**config.mk**
```make
export PLATFORM = sky130hd
export DESIGN_NAME = telemetry_frame_deframer_core_flat
export DESIGN_NICKNAME = d
export VERILOG_FILES = /design/src/rtl/tfd_pkg.sv /design/src/rtl/tfd_byte_if.sv /design/src/rtl/tfd_result_if.sv /design/src/rtl/tfd_cfg_if.sv /design/src/rtl/telemetry_frame_deframer_core.sv /design/src/rtl/tfd_cfg.sv /design/src/rtl/tfd_parse.sv /design/src/rtl/tfd_outbuf.sv /design/src/flat_wrapper.sv
export SDC_FILE = /design/constraint.sdc
export NUM_CORES = 1
export LEC_CHECK = 0
export BUFFER_PORTS_ARGS = -buffer_cell sky130_fd_sc_hd__buf_2
export CAP_MARGIN = 30
export CORE_UTILIZATION = 50
export DETAILED_ROUTE_END_ITERATION = 8
export PLACE_DENSITY = 0.68
export REMOVE_ABC_BUFFERS = 1
export SETUP_SLACK_MARGIN = 0.02
export SYNTH_ARGS = -nofsm -noshare
export SYNTH_HDL_FRONTEND = slang
export SYNTH_SLANG_ARGS = --single-unit
```
**constraint.sdc**
```tcl
create_clock -name i_clk -period 14.9 [get_ports i_clk]
set_input_delay 2.98 -clock i_clk [delete_from_list [all_inputs] [get_ports i_clk]]
set_output_delay 2.98 -clock i_clk [all_outputs]
set_load 0.1 [all_outputs]
```
**src/rtl/tfd_pkg.sv**
```systemverilog
`default_nettype none

package tfd_pkg;

    // Parser phases. Codes not listed behave as waiting for the start high byte.
    typedef enum logic [3:0] {
        PH_START_HI = 4'd0,
        PH_START_LO = 4'd1,
        PH_TYPE     = 4'd2,
        PH_SIGN_HI  = 4'd3,
        PH_SIGN_LO  = 4'd4,
        PH_DATA     = 4'd5,
        PH_ARR_LEN  = 4'd6,
        PH_ARR_TYPE = 4'd7
    } t_phase;

    // Result kinds carried in value_kind.
    localparam logic [2:0] KIND_INT   = 3'd0;
    localparam logic [2:0] KIND_FLOAT = 3'd1;
    localparam logic [2:0] KIND_EMPTY = 3'd2;
    localparam logic [2:0] KIND_BADST = 3'd3;
    localparam logic [2:0] KIND_BADTY = 3'd4;

    // Configuration register indexes.
    localparam int unsigned CFG_IDX_W = 3;
    localparam logic [CFG_IDX_W-1:0] CFG_START_CODE = 3'd0;
    localparam logic [CFG_IDX_W-1:0] CFG_MINUS_CODE = 3'd1;
    localparam logic [CFG_IDX_W-1:0] CFG_FLOAT_CODE = 3'd2;
    localparam logic [CFG_IDX_W-1:0] CFG_ARRAY_CODE = 3'd3;
    localparam logic [CFG_IDX_W-1:0] CFG_REQUEST_ID = 3'd4;
    localparam int unsigned CFG_DATA_W = 16;

    // Reset values of the configuration registers.
    localparam logic [15:0] RST_START_CODE = 16'h0000;
    localparam logic [15:0] RST_MINUS_CODE = 16'h0000;
    localparam logic [7:0]  RST_FLOAT_CODE = 8'd5;
    localparam logic [7:0]  RST_ARRAY_CODE = 8'd6;
    localparam logic [7:0]  RST_REQUEST_ID = 8'd0;

    typedef struct packed {
        logic [15:0] start_code;
        logic [15:0] minus_code;
        logic [7:0]  float_code;
        logic [7:0]  array_code;
        logic [7:0]  request_id;
    } t_cfg;

    typedef struct packed {
        logic [31:0] value_bits;
        logic [2:0]  value_kind;
        logic [7:0]  type_byte;
        logic        in_array;
        logic [7:0]  element_index;
        logic [7:0]  array_length;
        logic        last;
        logic [7:0]  frame_id;
    } t_result;

endpackage

`default_nettype wire

```
**src/rtl/tfd_byte_if.sv**
```systemverilog
`default_nettype none

// Received byte channel.
interface tfd_byte_if;
    logic       valid;
    logic       ready;
    logic [7:0] rx_byte;

    modport source (output valid, output rx_byte, input ready);
    modport sink   (input valid, input rx_byte, output ready);
endinterface

`default_nettype wire

```
**src/rtl/tfd_result_if.sv**
```systemverilog
`default_nettype none

// Decoded result channel.
interface tfd_result_if;
    logic        valid;
    logic        ready;
    logic [31:0] value_bits;
    logic [2:0]  value_kind;
    logic [7:0]  type_byte;
    logic        in_array;
    logic [7:0]  element_index;
    logic [7:0]  array_length;
    logic        last;
    logic [7:0]  frame_id;

    modport source (output valid, output value_bits, output value_kind, output type_byte,
                    output in_array, output element_index, output array_length,
                    output last, output frame_id, input ready);
    modport sink   (input valid, input value_bits, input value_kind, input type_byte,
                    input in_array, input element_index, input array_length,
                    input last, input frame_id, output ready);
endinterface

`default_nettype wire

```
**src/rtl/tfd_cfg_if.sv**
```systemverilog
`default_nettype none

// Configuration write channel.
interface tfd_cfg_if;
    logic        valid;
    logic        ready;
    logic [2:0]  index;
    logic [15:0] data;

    modport source (output valid, output index, output data, input ready);
    modport sink   (input valid, input index, input data, output ready);
endinterface

`default_nettype wire

```
**src/rtl/telemetry_frame_deframer_core.sv**
```systemverilog
`default_nettype none

// Reply frame deframer.
// Bytes from the serial link enter on i_rx, one item per byte. The parser
// follows start word, type byte, sign word, magnitude and array header, and
// produces at most one decoded result per byte on o_res. Integer and float
// values, empty arrays, a bad start word and a bad type code each give one
// result; the final result of a frame carries last.
// Registers are written on i_cfg (index, data); the user must write them only while no
// frame is in flight, which the block does not enforce. i_cfg.ready is always high.
// Throughput is one byte per cycle while i_rx.ready is high. The result that a byte
// completes is written into the output register when that byte is accepted, or into
// the skid stage if the output register is full and not being taken.
// When the receiver stalls, a result waits in the output register and one more
// can be held in a skid stage; i_rx.ready drops only while both are full.
// Synchronous reset returns the parser to waiting for the start high byte,
// clears the output and skid stages and restores the register defaults.
module telemetry_frame_deframer_core (
    input  wire logic    i_clk,
    input  wire logic    i_rst_n,
    tfd_cfg_if.sink      i_cfg,
    tfd_byte_if.sink     i_rx,
    tfd_result_if.source o_res
);
    import tfd_pkg::*;

    t_cfg    cfg;
    t_result parse_res;
    t_result out_res;
    logic    parse_valid;
    logic    space;
    logic    rx_fire;

    assign i_cfg.ready = 1'b1;
    assign i_rx.ready  = space;
    assign rx_fire     = i_rx.valid && space;

    tfd_cfg u_cfg (
        .i_clk   (i_clk),
        .i_rst_n (i_rst_n),
        .i_wr    (i_cfg.valid),
        .i_index (i_cfg.index),
        .i_data  (i_cfg.data),
        .o_cfg   (cfg)
    );

    tfd_parse u_parse (
        .i_clk       (i_clk),
        .i_rst_n     (i_rst_n),
        .i_fire      (rx_fire),
        .i_byte      (i_rx.rx_byte),
        .i_cfg       (cfg),
        .o_res_valid (parse_valid),
        .o_res       (parse_res)
    );

    tfd_outbuf u_outbuf (
        .i_clk   (i_clk),
        .i_rst_n (i_rst_n),
        .i_push  (parse_valid),
        .i_res   (parse_res),
        .o_space (space),
        .o_valid (o_res.valid),
        .o_res   (out_res),
        .i_ready (o_res.ready)
    );

    assign o_res.value_bits    = out_res.value_bits;
    assign o_res.value_kind    = out_res.value_kind;
    assign o_res.type_byte     = out_res.type_byte;
    assign o_res.in_array      = out_res.in_array;
    assign o_res.element_index = out_res.element_index;
    assign o_res.array_length  = out_res.array_length;
    assign o_res.last          = out_res.last;
    assign o_res.frame_id      = out_res.frame_id;

endmodule

`default_nettype wire

```
**src/rtl/tfd_cfg.sv**
```systemverilog
`default_nettype none

module tfd_cfg (
    input  wire logic                            i_clk,
    input  wire logic                            i_rst_n,
    input  wire logic                            i_wr,
    input  wire logic [tfd_pkg::CFG_IDX_W-1:0]   i_index,
    input  wire logic [tfd_pkg::CFG_DATA_W-1:0]  i_data,
    output tfd_pkg::t_cfg                        o_cfg
);
    import tfd_pkg::*;

    t_cfg r_cfg;

    // Register file; writes to unused indexes are dropped.
    always_ff @(posedge i_clk) begin
        if (!i_rst_n) begin
            r_cfg.start_code <= RST_START_CODE;
            r_cfg.minus_code <= RST_MINUS_CODE;
            r_cfg.float_code <= RST_FLOAT_CODE;
            r_cfg.array_code <= RST_ARRAY_CODE;
            r_cfg.request_id <= RST_REQUEST_ID;
        end else if (i_wr) begin
            unique case (i_index)
                CFG_START_CODE: r_cfg.start_code <= i_data;
                CFG_MINUS_CODE: r_cfg.minus_code <= i_data;
                CFG_FLOAT_CODE: r_cfg.float_code <= i_data[7:0];
                CFG_ARRAY_CODE: r_cfg.array_code <= i_data[7:0];
                CFG_REQUEST_ID: r_cfg.request_id <= i_data[7:0];
                default: begin
                end
            endcase
        end
    end

    assign o_cfg = r_cfg;

endmodule

`default_nettype wire

```
**src/rtl/tfd_parse.sv**
```systemverilog
`default_nettype none

module tfd_parse (
    input  wire logic       i_clk,
    input  wire logic       i_rst_n,
    input  wire logic       i_fire,
    input  wire logic [7:0] i_byte,
    input  tfd_pkg::t_cfg   i_cfg,
    output logic            o_res_valid,
    output tfd_pkg::t_result o_res
);
    import tfd_pkg::*;

    t_phase      r_phase,        n_phase;
    logic [7:0]  r_held,         n_held;
    logic [7:0]  r_element_type, n_element_type;
    logic [2:0]  r_bytes_left,   n_bytes_left;
    logic [31:0] r_acc,          n_acc;
    logic        r_negative,     n_negative;
    logic [7:0]  r_total,        n_total;
    logic [7:0]  r_done,         n_done;
    logic        r_array_mode,   n_array_mode;

    logic [7:0]  sel_type;
    logic        sel_float;
    logic        sel_int;
    logic [31:0] acc_shift;
    logic [2:0]  left_dec;
    logic [7:0]  done_inc;
    logic        emit;

    // Type that a new value starts with: the repeated element type, or the byte itself.
    assign sel_type  = (r_phase == PH_DATA) ? r_element_type : i_byte;
    assign sel_float = (sel_type == i_cfg.float_code);
    assign sel_int   = (sel_type >= 8'd1) && (sel_type <= 8'd4);
    assign acc_shift = {r_acc[23:0], i_byte};
    assign left_dec  = r_bytes_left - 3'd1;
    assign done_inc  = r_done + 8'd1;

    // Next parser state for the byte on the input.
    always_comb begin
        n_phase        = r_phase;
        n_held         = r_held;
        n_element_type = r_element_type;
        n_bytes_left   = r_bytes_left;
        n_acc          = r_acc;
        n_negative     = r_negative;
        n_total        = r_total;
        n_done         = r_done;
        n_array_mode   = r_array_mode;

        unique case (r_phase)
            PH_START_LO: begin
                if ({r_held, i_byte} != i_cfg.start_code) begin
                    n_phase      = PH_START_HI;
                    n_array_mode = 1'b0;
                end else begin
                    n_phase = PH_TYPE;
                end
            end

            PH_TYPE: begin
                n_array_mode = 1'b0;
                if (i_byte == i_cfg.array_code) begin
                    n_phase = PH_ARR_LEN;
                end else begin
                    n_element_type = i_byte;
                    n_acc          = '0;
                    n_negative     = 1'b0;
                    if (sel_float) begin
                        n_bytes_left = 3'd4;
                        n_phase      = PH_DATA;
                    end else if (sel_int) begin
                        n_bytes_left = i_byte[2:0];
                        n_phase      = PH_SIGN_HI;
                    end else begin
                        n_phase = PH_START_HI;
                    end
                end
            end

            PH_ARR_LEN: begin
                n_total = i_byte;
                n_done  = '0;
                n_phase = PH_ARR_TYPE;
            end

            PH_ARR_TYPE: begin
                n_element_type = i_byte;
                if (r_total == 8'd0) begin
                    n_phase      = PH_START_HI;
                    n_array_mode = 1'b0;
                end else begin
                    n_acc      = '0;
                    n_negative = 1'b0;
                    if (sel_float) begin
                        n_bytes_left = 3'd4;
                        n_phase      = PH_DATA;
                        n_array_mode = 1'b1;
                    end else if (sel_int) begin
                        n_bytes_left = i_byte[2:0];
                        n_phase      = PH_SIGN_HI;
                        n_array_mode = 1'b1;
                    end else begin
                        n_phase      = PH_START_HI;
                        n_array_mode = 1'b0;
                    end
                end
            end

            PH_SIGN_HI: begin
                n_held  = i_byte;
                n_phase = PH_SIGN_LO;
            end

            PH_SIGN_LO: begin
                n_negative = ({r_held, i_byte} == i_cfg.minus_code);
                n_acc      = '0;
                n_phase    = PH_DATA;
            end

            PH_DATA: begin
                n_acc        = acc_shift;
                n_bytes_left = left_dec;
                if (left_dec == 3'd0) begin
                    if (r_array_mode) begin
                        n_done = done_inc;
                        if (done_inc == r_total) begin
                            n_phase      = PH_START_HI;
                            n_array_mode = 1'b0;
                        end else begin
                            // Start the next element with the same type.
                            n_acc      = '0;
                            n_negative = 1'b0;
                            if (sel_float) begin
                                n_bytes_left = 3'd4;
                                n_phase      = PH_DATA;
                            end else begin
                                n_bytes_left = r_element_type[2:0];
                                n_phase      = PH_SIGN_HI;
                            end
                        end
                    end else begin
                        n_phase      = PH_START_HI;
                        n_array_mode = 1'b0;
                    end
                end
            end

            default: begin
                n_held  = i_byte;
                n_phase = PH_START_LO;
            end
        endcase
    end

    // Result caused by the byte on the input.
    always_comb begin
        emit           = 1'b0;
        o_res          = '0;
        o_res.frame_id = i_cfg.request_id;

        unique case (r_phase)
            PH_START_LO: begin
                if ({r_held, i_byte} != i_cfg.start_code) begin
                    emit             = 1'b1;
                    o_res.value_kind = KIND_BADST;
                    o_res.last       = 1'b1;
                end
            end

            PH_TYPE: begin
                if ((i_byte != i_cfg.array_code) && !sel_float && !sel_int) begin
                    emit             = 1'b1;
                    o_res.value_kind = KIND_BADTY;
                    o_res.type_byte  = i_byte;
                    o_res.last       = 1'b1;
                end
            end

            PH_ARR_TYPE: begin
                if (r_total == 8'd0) begin
                    // Empty array: element type is reported but not checked.
                    emit             = 1'b1;
                    o_res.value_kind = KIND_EMPTY;
                    o_res.type_byte  = i_byte;
                    o_res.in_array   = 1'b1;
                    o_res.last       = 1'b1;
                end else if (!sel_float && !sel_int) begin
                    emit               = 1'b1;
                    o_res.value_kind   = KIND_BADTY;
                    o_res.type_byte    = i_byte;
                    o_res.in_array     = 1'b1;
                    o_res.array_length = r_total;
                    o_res.last         = 1'b1;
                end
            end

            PH_DATA: begin
                if (left_dec == 3'd0) begin
                    emit            = 1'b1;
                    o_res.type_byte = r_element_type;
                    if (r_element_type == i_cfg.float_code) begin
                        o_res.value_bits = acc_shift;
                        o_res.value_kind = KIND_FLOAT;
                    end else begin
                        o_res.value_bits = r_negative ? (~acc_shift + 32'd1) : acc_shift;
                        o_res.value_kind = KIND_INT;
                    end
                    if (r_array_mode) begin
                        o_res.in_array      = 1'b1;
                        o_res.element_index = r_done;
                        o_res.array_length  = r_total;
                        o_res.last          = (done_inc == r_total);
                    end else begin
                        o_res.last = 1'b1;
                    end
                end
            end

            default: begin
            end
        endcase
    end

    assign o_res_valid = i_fire && emit;

    // Parser state advances on every accepted item.
    always_ff @(posedge i_clk) begin
        if (!i_rst_n) begin
            r_phase        <= PH_START_HI;
            r_held         <= '0;
            r_element_type <= '0;
            r_bytes_left   <= '0;
            r_acc          <= '0;
            r_negative     <= 1'b0;
            r_total        <= '0;
            r_done         <= '0;
            r_array_mode   <= 1'b0;
        end else if (i_fire) begin
            r_phase        <= n_phase;
            r_held         <= n_held;
            r_element_type <= n_element_type;
            r_bytes_left   <= n_bytes_left;
            r_acc          <= n_acc;
            r_negative     <= n_negative;
            r_total        <= n_total;
            r_done         <= n_done;
            r_array_mode   <= n_array_mode;
        end
    end

endmodule

`default_nettype wire

```
**src/rtl/tfd_outbuf.sv**
```systemverilog
`default_nettype none

module tfd_outbuf (
    input  wire logic         i_clk,
    input  wire logic         i_rst_n,
    input  wire logic         i_push,
    input  tfd_pkg::t_result  i_res,
    output logic              o_space,
    output logic              o_valid,
    output tfd_pkg::t_result  o_res,
    input  wire logic         i_ready
);
    import tfd_pkg::*;

    logic    r_main_valid;
    logic    r_skid_valid;
    t_result r_main;
    t_result r_skid;
    logic    pop;

    assign pop     = r_main_valid && i_ready;
    assign o_space = !r_skid_valid;
    assign o_valid = r_main_valid;
    assign o_res   = r_main;

    // Valid flags of the output register and the skid stage.
    always_ff @(posedge i_clk) begin
        if (!i_rst_n) begin
            r_main_valid <= 1'b0;
            r_skid_valid <= 1'b0;
        end else begin
            if (pop && r_skid_valid) begin
                r_skid_valid <= 1'b0;
            end else if (i_push && r_main_valid && !pop) begin
                r_skid_valid <= 1'b1;
            end
            if (i_push || (pop && r_skid_valid)) begin
                r_main_valid <= 1'b1;
            end else if (pop) begin
                r_main_valid <= 1'b0;
            end
        end
    end

    // Payload moves: new result into the free slot, skid forward on a pop.
    always_ff @(posedge i_clk) begin
        if (pop && r_skid_valid) begin
            r_main <= r_skid;
        end else if (i_push && (!r_main_valid || pop)) begin
            r_main <= i_res;
        end
        if (i_push && r_main_valid && !pop) begin
            r_skid <= i_res;
        end
    end

endmodule

`default_nettype wire

```
**src/flat_wrapper.sv**
```systemverilog
// flat-port wrapper written by rule: the top's interface ports become plain ports
module telemetry_frame_deframer_core_flat import tfd_pkg::*;
  (i_clk, i_rst_n, i_cfg_valid, i_cfg_index, i_cfg_data, i_cfg_ready, i_rx_valid, i_rx_rx_byte, i_rx_ready, o_res_valid, o_res_value_bits, o_res_value_kind, o_res_type_byte, o_res_in_array, o_res_element_index, o_res_array_length, o_res_last, o_res_frame_id, o_res_ready);
  tfd_cfg_if i_cfg_i ();
  tfd_byte_if i_rx_i ();
  tfd_result_if o_res_i ();
  input  wire logic i_clk;
  input  wire logic i_rst_n;
  input wire logic [$bits(i_cfg_i.valid)-1:0] i_cfg_valid;
  input wire logic [$bits(i_cfg_i.index)-1:0] i_cfg_index;
  input wire logic [$bits(i_cfg_i.data)-1:0] i_cfg_data;
  output wire logic [$bits(i_cfg_i.ready)-1:0] i_cfg_ready;
  input wire logic [$bits(i_rx_i.valid)-1:0] i_rx_valid;
  input wire logic [$bits(i_rx_i.rx_byte)-1:0] i_rx_rx_byte;
  output wire logic [$bits(i_rx_i.ready)-1:0] i_rx_ready;
  output wire logic [$bits(o_res_i.valid)-1:0] o_res_valid;
  output wire logic [$bits(o_res_i.value_bits)-1:0] o_res_value_bits;
  output wire logic [$bits(o_res_i.value_kind)-1:0] o_res_value_kind;
  output wire logic [$bits(o_res_i.type_byte)-1:0] o_res_type_byte;
  output wire logic [$bits(o_res_i.in_array)-1:0] o_res_in_array;
  output wire logic [$bits(o_res_i.element_index)-1:0] o_res_element_index;
  output wire logic [$bits(o_res_i.array_length)-1:0] o_res_array_length;
  output wire logic [$bits(o_res_i.last)-1:0] o_res_last;
  output wire logic [$bits(o_res_i.frame_id)-1:0] o_res_frame_id;
  input wire logic [$bits(o_res_i.ready)-1:0] o_res_ready;
  assign i_cfg_i.valid = i_cfg_valid;
  assign i_cfg_i.index = i_cfg_index;
  assign i_cfg_i.data = i_cfg_data;
  assign i_cfg_ready = i_cfg_i.ready;
  assign i_rx_i.valid = i_rx_valid;
  assign i_rx_i.rx_byte = i_rx_rx_byte;
  assign i_rx_ready = i_rx_i.ready;
  assign o_res_valid = o_res_i.valid;
  assign o_res_value_bits = o_res_i.value_bits;
  assign o_res_value_kind = o_res_i.value_kind;
  assign o_res_type_byte = o_res_i.type_byte;
  assign o_res_in_array = o_res_i.in_array;
  assign o_res_element_index = o_res_i.element_index;
  assign o_res_array_length = o_res_i.array_length;
  assign o_res_last = o_res_i.last;
  assign o_res_frame_id = o_res_i.frame_id;
  assign o_res_i.ready = o_res_ready;
  telemetry_frame_deframer_core u_core (.i_clk(i_clk), .i_rst_n(i_rst_n), .i_cfg(i_cfg_i), .i_rx(i_rx_i), .o_res(o_res_i));
endmodule
```
==> results.txt, run 1 <==
* Clock Skew: 0.0107 ns
- Register share of total power: 50.4%
- Normalized max-slew margin: 36.0%
- Using the TritonRoute via totals, the vias-per-cell ratio works out to 5.55.
- Clk network pwr share: 41.8%
- Area delta synth->final: 13.0%
* Instance count after placement with tap cells included: 1618
* Core region area: 23500 um^2
* Number of different library cells in the post-synthesis netlist: 68
- Excluding fillers, the count of instances in the completed layout stands at 1667.
* Tightest Pin Transition: 0.960 ns
- Syn Std Cell Area: 12100 um^2
* Worst Path Max Fanout: 54
- Leakage: 4.72 nW
* Setup_tns: 0 ns
* Post-layout util: 57.9%
* Run status: finished clean
- The routed design could run at a clock period as short as 5.42 ns.
- The clock passes through at most 3 buffers.
- Post-CTS repair timing setup buffer count: 0
- Internal Power: 1.16 mW
- TritonCTS buffer count: 27
* Maximum clock rate: 0.185 GHz
- Area fraction of the dominant cell type after synthesis: 34.4%
- Pwr Total: 1.53 mW
- The max-slew violation count came to 0.
- For this run, the number of Yosys warnings is 0.
- Most area-hungry cell type in the Yosys netlist: sky130_fd_sc_hd__edfxtp_1
* Post-CTS clock slew at the launch and capture registers of the worst setup and hold paths: 0.06 ns
- After synthesis, the cell types taking the most area are sky130_fd_sc_hd__edfxtp_1 34%, sky130_fd_sc_hd__dfxtp_1 20%, sky130_fd_sc_hd__nand2_1 7.8%, sky130_fd_sc_hd__a21oi_1 4.1%, sky130_fd_sc_hd__nor2_1 3.7%.
- Summing over every cut layer, the via total after detailed routing is 9251.
* Number of top-level pins: 104
* Share of total power in combinational logic: 7.8%
- Average routed wire per standard cell: 17.3 um
* Global placer's final weighted congestion: 0.893
- DIE AREA: 24800 um^2
* Antenna diode instance count: 0
- Standard-cell rows: 56
* Initial core utilization: 51.2%
* Register bit count reported by yosys: 260
- Number of resized instances in the post-cts repair step: 0
* Number of I/O port buffers: 102
- Total gr overflow: 0
- For the worst-skew pair, the clock arrives at the later sink with an insertion delay of 0.53 ns.
* Number of enable flip-flop cells after synthesis: 138
* Overall die height: 157 um
- Detailed Route WL: 28800 um
* Kind of start point of the critical path: input pin
- Sink count of the clock tree: 260
- Once detail routing completed, the nets flagged for antenna violations numbered 0.
* Maximum number of pins on one net before global-route repair: 82
- Net switching component of the power: 0.369 mW
- Count of hold buffers inserted by post-cts repair: 0
- DR pass1 iterations: 7
- By instance count, the leading cell after synthesis is sky130_fd_sc_hd__nand2_1.
- Ys async rst share: 0%
* Hold Vio Cnt, Final: 0
- Setup violations remaining at the end of the flow were counted as 0.
* Number of H-tree branching levels: 1
* Horiz. Die Dim: 157 um
- Across the VDD grid, the largest voltage drop is 89.2 uV.
- The worst setup path is captured at a register.
- For this run, the register share of the synthesized area comes to 54.6%.
* Cell at the root of the clock tree: sky130_fd_sc_hd__clkbuf_16
- Of the cells placed in the final design, the portion with a size suffix greater than 1 is 13.3%.
- Arrival time of the worst setup path: 5.58 ns
- Clock tree from TritonCTS: done
- For this design the ratio of total power to cell area is 112 nW/um^2.
- DRC violations left: 0
* Antenna violations before repair: 0
* Overall fraction of global-route tracks in use: 23.5%
- Post-synth top flop: sky130_fd_sc_hd__edfxtp_1
- Number of global-route vias before repair: 8550
- Switching power as a share of total power: 24.1%
- Starting DRC count in detailed routing: 647
* # Max-Cap Violations: 0
- Setup repair after global routing left no endpoint under its margin.
- Hpwl dp: 19600 um
- The commonest cells after synthesis are 252 x sky130_fd_sc_hd__nand2_1, 138 x sky130_fd_sc_hd__edfxtp_1, 122 x sky130_fd_sc_hd__dfxtp_1.
- In the synthesized netlist, the number of instances is 1264.
* Wire length of the first global-routing pass: 46000 um
* Type of the most critical hold path: register to register
* Endpoint required time on the critical path: 15.06 ns
* Post-Synthesis Mean Instance Area: 9.54 um^2
* WS Path Type: input pin to register
- Final worst-path cycle share: 36.4%
- For this run, the post-layout net count is 1364.
## cells by family after synthesis
logic type                 after synthesis  synth area share [%]
AOI/OAI and AO/OA                      254                  12.9
xor gates and xnor gates                86                  6.24
adders and majority gates                4                 0.415
buffers and inverters                   99                  3.36
DFF                                    260                  54.6
muxes                                   37                  3.17
other                                    1                0.0311
and+or+nand+nor                        523                  19.2
## sequential cells by signal, summed over array words and instances (netlist names), 3 cells and up
signal,cells
u_core.u_cfg.o_cfg,56
u_core.u_outbuf.o_res,69
u_core.u_outbuf.r_skid,69
u_core.u_parse.r_acc,24
u_core.u_parse.r_bytes_left,3
u_core.u_parse.r_done,8
u_core.u_parse.r_element_type,8
u_core.u_parse.r_held,8
u_core.u_parse.r_phase,3
u_core.u_parse.r_total,8
## worst max-delay path, stage by stage
cell	delay (ns)
sky130_fd_sc_hd__buf_2	0.18
sky130_fd_sc_hd__or3_1	0.47
sky130_fd_sc_hd__and4b_1	0.23
sky130_fd_sc_hd__a22o_1	0.26
sky130_fd_sc_hd__a21o_1	0.26
sky130_fd_sc_hd__o22a_1	0.30
sky130_fd_sc_hd__nor3b_2	0.23
sky130_fd_sc_hd__buf_4	0.58
## layer usage
metal | vias up | track usage (%) | wire length [um]
li1 | 4579 | - | -
met1 | 4374 | 33.5 | 13500
met2 | 262 | 36.9 | 13100
met3 | 36 | 3.28 | 1540
met4 | 0 | 7.40 | 648
met5 | - | 0 | 0
## power groups by stage
stage	Clock (mW)	Sequential [mW]	Combinational, mW
after floorplan	0	0.827	0.0445
after global placement	0	0.787	0.118
after detailed placement	0	0.787	0.119
after CTS	0.654	0.771	0.120
after global routing	0.684	0.773	0.127
final	0.640	0.772	0.119
## cell usage in the layout, fill, tap and decap left out, types with 41 or more instances in the layout
cell type	count
sky130_fd_sc_hd__nand2_1	251
sky130_fd_sc_hd__edfxtp_1	138
sky130_fd_sc_hd__dfxtp_1	122
sky130_fd_sc_hd__nor2_1	117
sky130_fd_sc_hd__buf_2	102
sky130_fd_sc_hd__a21oi_1	100
sky130_fd_sc_hd__xnor2_1	47
sky130_fd_sc_hd__o21ai_0	46
sky130_fd_sc_hd__nand3_1	43
sky130_fd_sc_hd__o31ai_1	41
## per-stage QoR
| step | hold WS, ns | setup slack (ns) | area (um^2) |
|---|---|---|---|
| 3_3_place_gp | 0.442 | 9.02 | 12800 |
| 6_report | 0.463 | 9.48 | 13600 |
| 4_1_cts | 0.461 | 9.49 | 13600 |
| 3_5_place_dp | 0.444 | 8.95 | 12800 |
| 5_1_grt | 0.472 | 9.28 | 13600 |
| 2_1_floorplan | 0.429 | 4.86 | 11700 |
## final timing paths
kind | start | end | slack (ns) | depth (start not counted)
setup reg to reg | u_core.u_parse.r_phase[2] | u_core.u_outbuf.r_skid[55] | 10.93 | 7
setup / recovery | i_rx_rx_byte[0] | u_core.u_outbuf.r_skid[55] | 9.48 | 8
hold / removal | u_core.u_cfg.o_cfg[4] | u_core.u_outbuf.r_skid[4] | 0.46 | 0
hold reg to reg | u_core.u_cfg.o_cfg[4] | u_core.u_outbuf.r_skid[4] | 0.46 | 0
## cell type report
type / instances / area [um^2]
Timing Repair Buffer: 115 / 612
Clock inverter: 6 / 30.0
Inverter: 19 / 71.3
Multi-Input combinational cell: 905 / 5110
Clock buffer: 43 / 816
Sequential cell: 260 / 6590
Tap cell: 319 / 399
Fill cell: 2110 / 9920
Power figures use the tool's default switching activity.
==> run 2, diff against run 1 <==
- clock period: 14.9 -> 5.3 ns (I/O delays scaled with it)
==> results.txt, run 2 (synthesized netlist as in run 1, its figures left out) <==
- The die is 157 um wide.
* Fin Hold WS: 0.464 ns
* Crit Reg-Reg Startpoint: u_core.u_parse.r_phase[0]
- Between clock sinks in the finished design, the worst skew comes to 0.0157 ns.
- The worst hold path belongs to the class register to register.
* Critical register-to-register path endpoint: u_core.u_outbuf.o_res[56]
* Starting DRC count in detailed routing: 726
* # Max-Cap Violations: 0
- Average vias per placed instance: 5.59
- Detailed placement ended at an HPWL of 20000 um.
* Tightest Pin Transition: 0.935 ns
- Buffers inserted to repair hold after CTS numbered 0.
* Clk network pwr share: 41.8%
- Initial core utilization: 51.2%
* Maximum number of buffers from clock root to sink: 3
- Overall fraction of global-route tracks in use: 23.6%
* Proportion of layout cells with a drive suffix above 1: 13.9%
- Setup slack on the critical path of the routed design comes to 1.29 ns.
* WS Path Type: register to register
- Dividing total power by cell area gives a power density of 314 nW/um^2.
* Arrival time of the worst setup path: 4.17 ns
* Antenna violations before repair: 0
* Endpoint required time on the critical path: 5.46 ns
- Worst Path Max Fanout: 49
- Antenna diode instance count: 0
- STA classifies the critical path endpoint as a register.
* Instance count after placement with tap cells included: 1625
- For this run, design rule violations remaining after detail routing come to 0.
- Overall die height: 157 um
- For this run the aggregate overflow at the end of global routing stands at 0.
- STA classifies the critical path startpoint as a register.
- Count of final setup violators: 0
* Post-layout util: 58.2%
- CTS built an H-tree with a depth of 1.
- Share of total power in combinational logic: 7.9%
* Maximum clock rate: 0.249 GHz
- Gates resized during post-CTS repair numbered 0.
- Reg2Reg Setup Slack: 1.29 ns
- Total area of sequential cells: 6590 um^2
- During I/O placement, the number of pins put on the boundary was 104.
* Most common cell after layout, fill and taps aside: sky130_fd_sc_hd__nand2_1
- The hold violation total from the final report is 0.
- Final-report max-slew violation count: 0
* Sink count of the clock tree: 260
- Minimum setup slack after placement: 1.30 ns
* DIE AREA: 24800 um^2
* Wire length of the first global-routing pass: 46100 um
- In this run the clock root is driven by a sky130_fd_sc_hd__clkbuf_16.
- Final cell count without fillers: 1677
* Net total in the final layout: 1372
- Hold depth: 0
- The run finished with clean final reports.
- Largest voltage drop on the vdd net: 288 uV
* Normalized max-slew margin: 37.6%
* Minimum clock period after layout: 4.01 ns
* Maximum number of pins on one net before global-route repair: 83
- Standard-cell rows: 56
- Relative to the synthesized area, the layout overhead comes to 13.7%.
* Average routed wire per standard cell: 17.2 um
- The analysis attributes to cell leakage a power of 4.77 nW.
- TritonCTS buffer count: 28
- Clock latency on the worst-skew pair, taken at its later pin, is 0.54 ns.
- For this design the total switching power over the nets is 1.06 mW.
- HP Start: u_core.u_cfg.o_cfg[4]
- Antenna-violating nets left: 0
* Switching power as a share of total power: 24.6%
- Post-CTS clock slew at the launch and capture registers of the worst setup and hold paths: 0.06 ns
- The via count of the first global-routing pass came to 8685.
- DR pass1 iterations: 5
- Vias after detailed routing: 9382
- Area of the multi-input gates: 5110 um^2
- Clock tree from TritonCTS: done
- RSZ-0062 raised after global routing: no
- Global placer's final weighted congestion: 0.936
- Worst hold endpoint: u_core.u_outbuf.r_skid[4]
- Number of cells traversed by the worst register-to-register path: 8
- Internal power comes to 3.25 mW.
- In this run the standard cell core region covers 23500 um^2.
* Final worst-path cycle share: 75.7%
- In the layout the commonest cells are 251 x sky130_fd_sc_hd__nand2_1, 138 x sky130_fd_sc_hd__edfxtp_1, 122 x sky130_fd_sc_hd__dfxtp_1.
- Power comes to 4.31 mW.
- Detailed Route WL: 28900 um
- Post-CTS repair timing setup buffer count: 0
- Register share of total power: 50.3%
- # fillers: 2139
- Buffers placed on the I/O ports in this run total 102.
## run 2: cell type report
| type | count | share of cell area, % |
|---|---|---|
| Inverter | 19 | 0.520 |
| Multi-Input combinational cell | 905 | 37.3 |
| Clock buffer | 39 | 5.71 |
| Tap cell | 319 | 2.91 |
| Timing Repair Buffer | 122 | 5.03 |
| Clock inverter | 13 | 0.493 |
| Sequential cell | 260 | 48.0 |
## run 2: worst max path at each step
stage                                          from                         to  slack [ns]
after global routing      u_core.u_parse.r_phase[0]  u_core.u_outbuf.o_res[63]        1.13
after floorplan                     i_rx_rx_byte[0]   u_core.u_outbuf.o_res[0]       -2.82
final                     u_core.u_parse.r_phase[0]  u_core.u_outbuf.o_res[56]        1.29
after global placement              i_rx_rx_byte[0]  u_core.u_outbuf.r_skid[0]        0.88
after detailed placement            i_rx_rx_byte[0]  u_core.u_outbuf.o_res[58]        1.30
after CTS                 u_core.u_parse.r_phase[0]  u_core.u_outbuf.o_res[63]        1.36
## run 2: power groups by stage
stage	Combinational [mW]	Clock (mW)	Sequential, mW
finish	0.338	1.80	2.17
global route	0.362	1.92	2.17
CTS	0.338	1.84	2.17
detailed placement	0.337	0	2.21
global placement	0.335	0	2.21
floorplan	0.125	0	2.33
## run 2: metrics by stage
step | setup TNS, ns | cell area, um^2
4_1_cts | 0 | 13700
2_1_floorplan | -385.15 | 11700
6_report | 0 | 13700
5_1_grt | 0 | 13700
3_5_place_dp | 0 | 12900
3_3_place_gp | 0 | 12800
## run 2: per-layer routing
layer  global-route usage (%)  vias up  wire [um]
met5                        0        -          0
met4                     6.66        0        670
met1                     33.5     4422      13400
met3                     3.33       46       1770
li1                         -     4610          -
met2                     37.5      304      13000
## run 2: worst max-delay path, cell delays in order (launching register included)
cell,delay (ns)
sky130_fd_sc_hd__dfxtp_1,0.66
sky130_fd_sc_hd__and3b_1,0.84
sky130_fd_sc_hd__mux2i_1,0.19
sky130_fd_sc_hd__and4_1,0.26
sky130_fd_sc_hd__and3_1,0.23
sky130_fd_sc_hd__a21o_1,0.30
sky130_fd_sc_hd__o22a_1,0.31
sky130_fd_sc_hd__o31ai_4,0.25
sky130_fd_sc_hd__buf_4,0.52
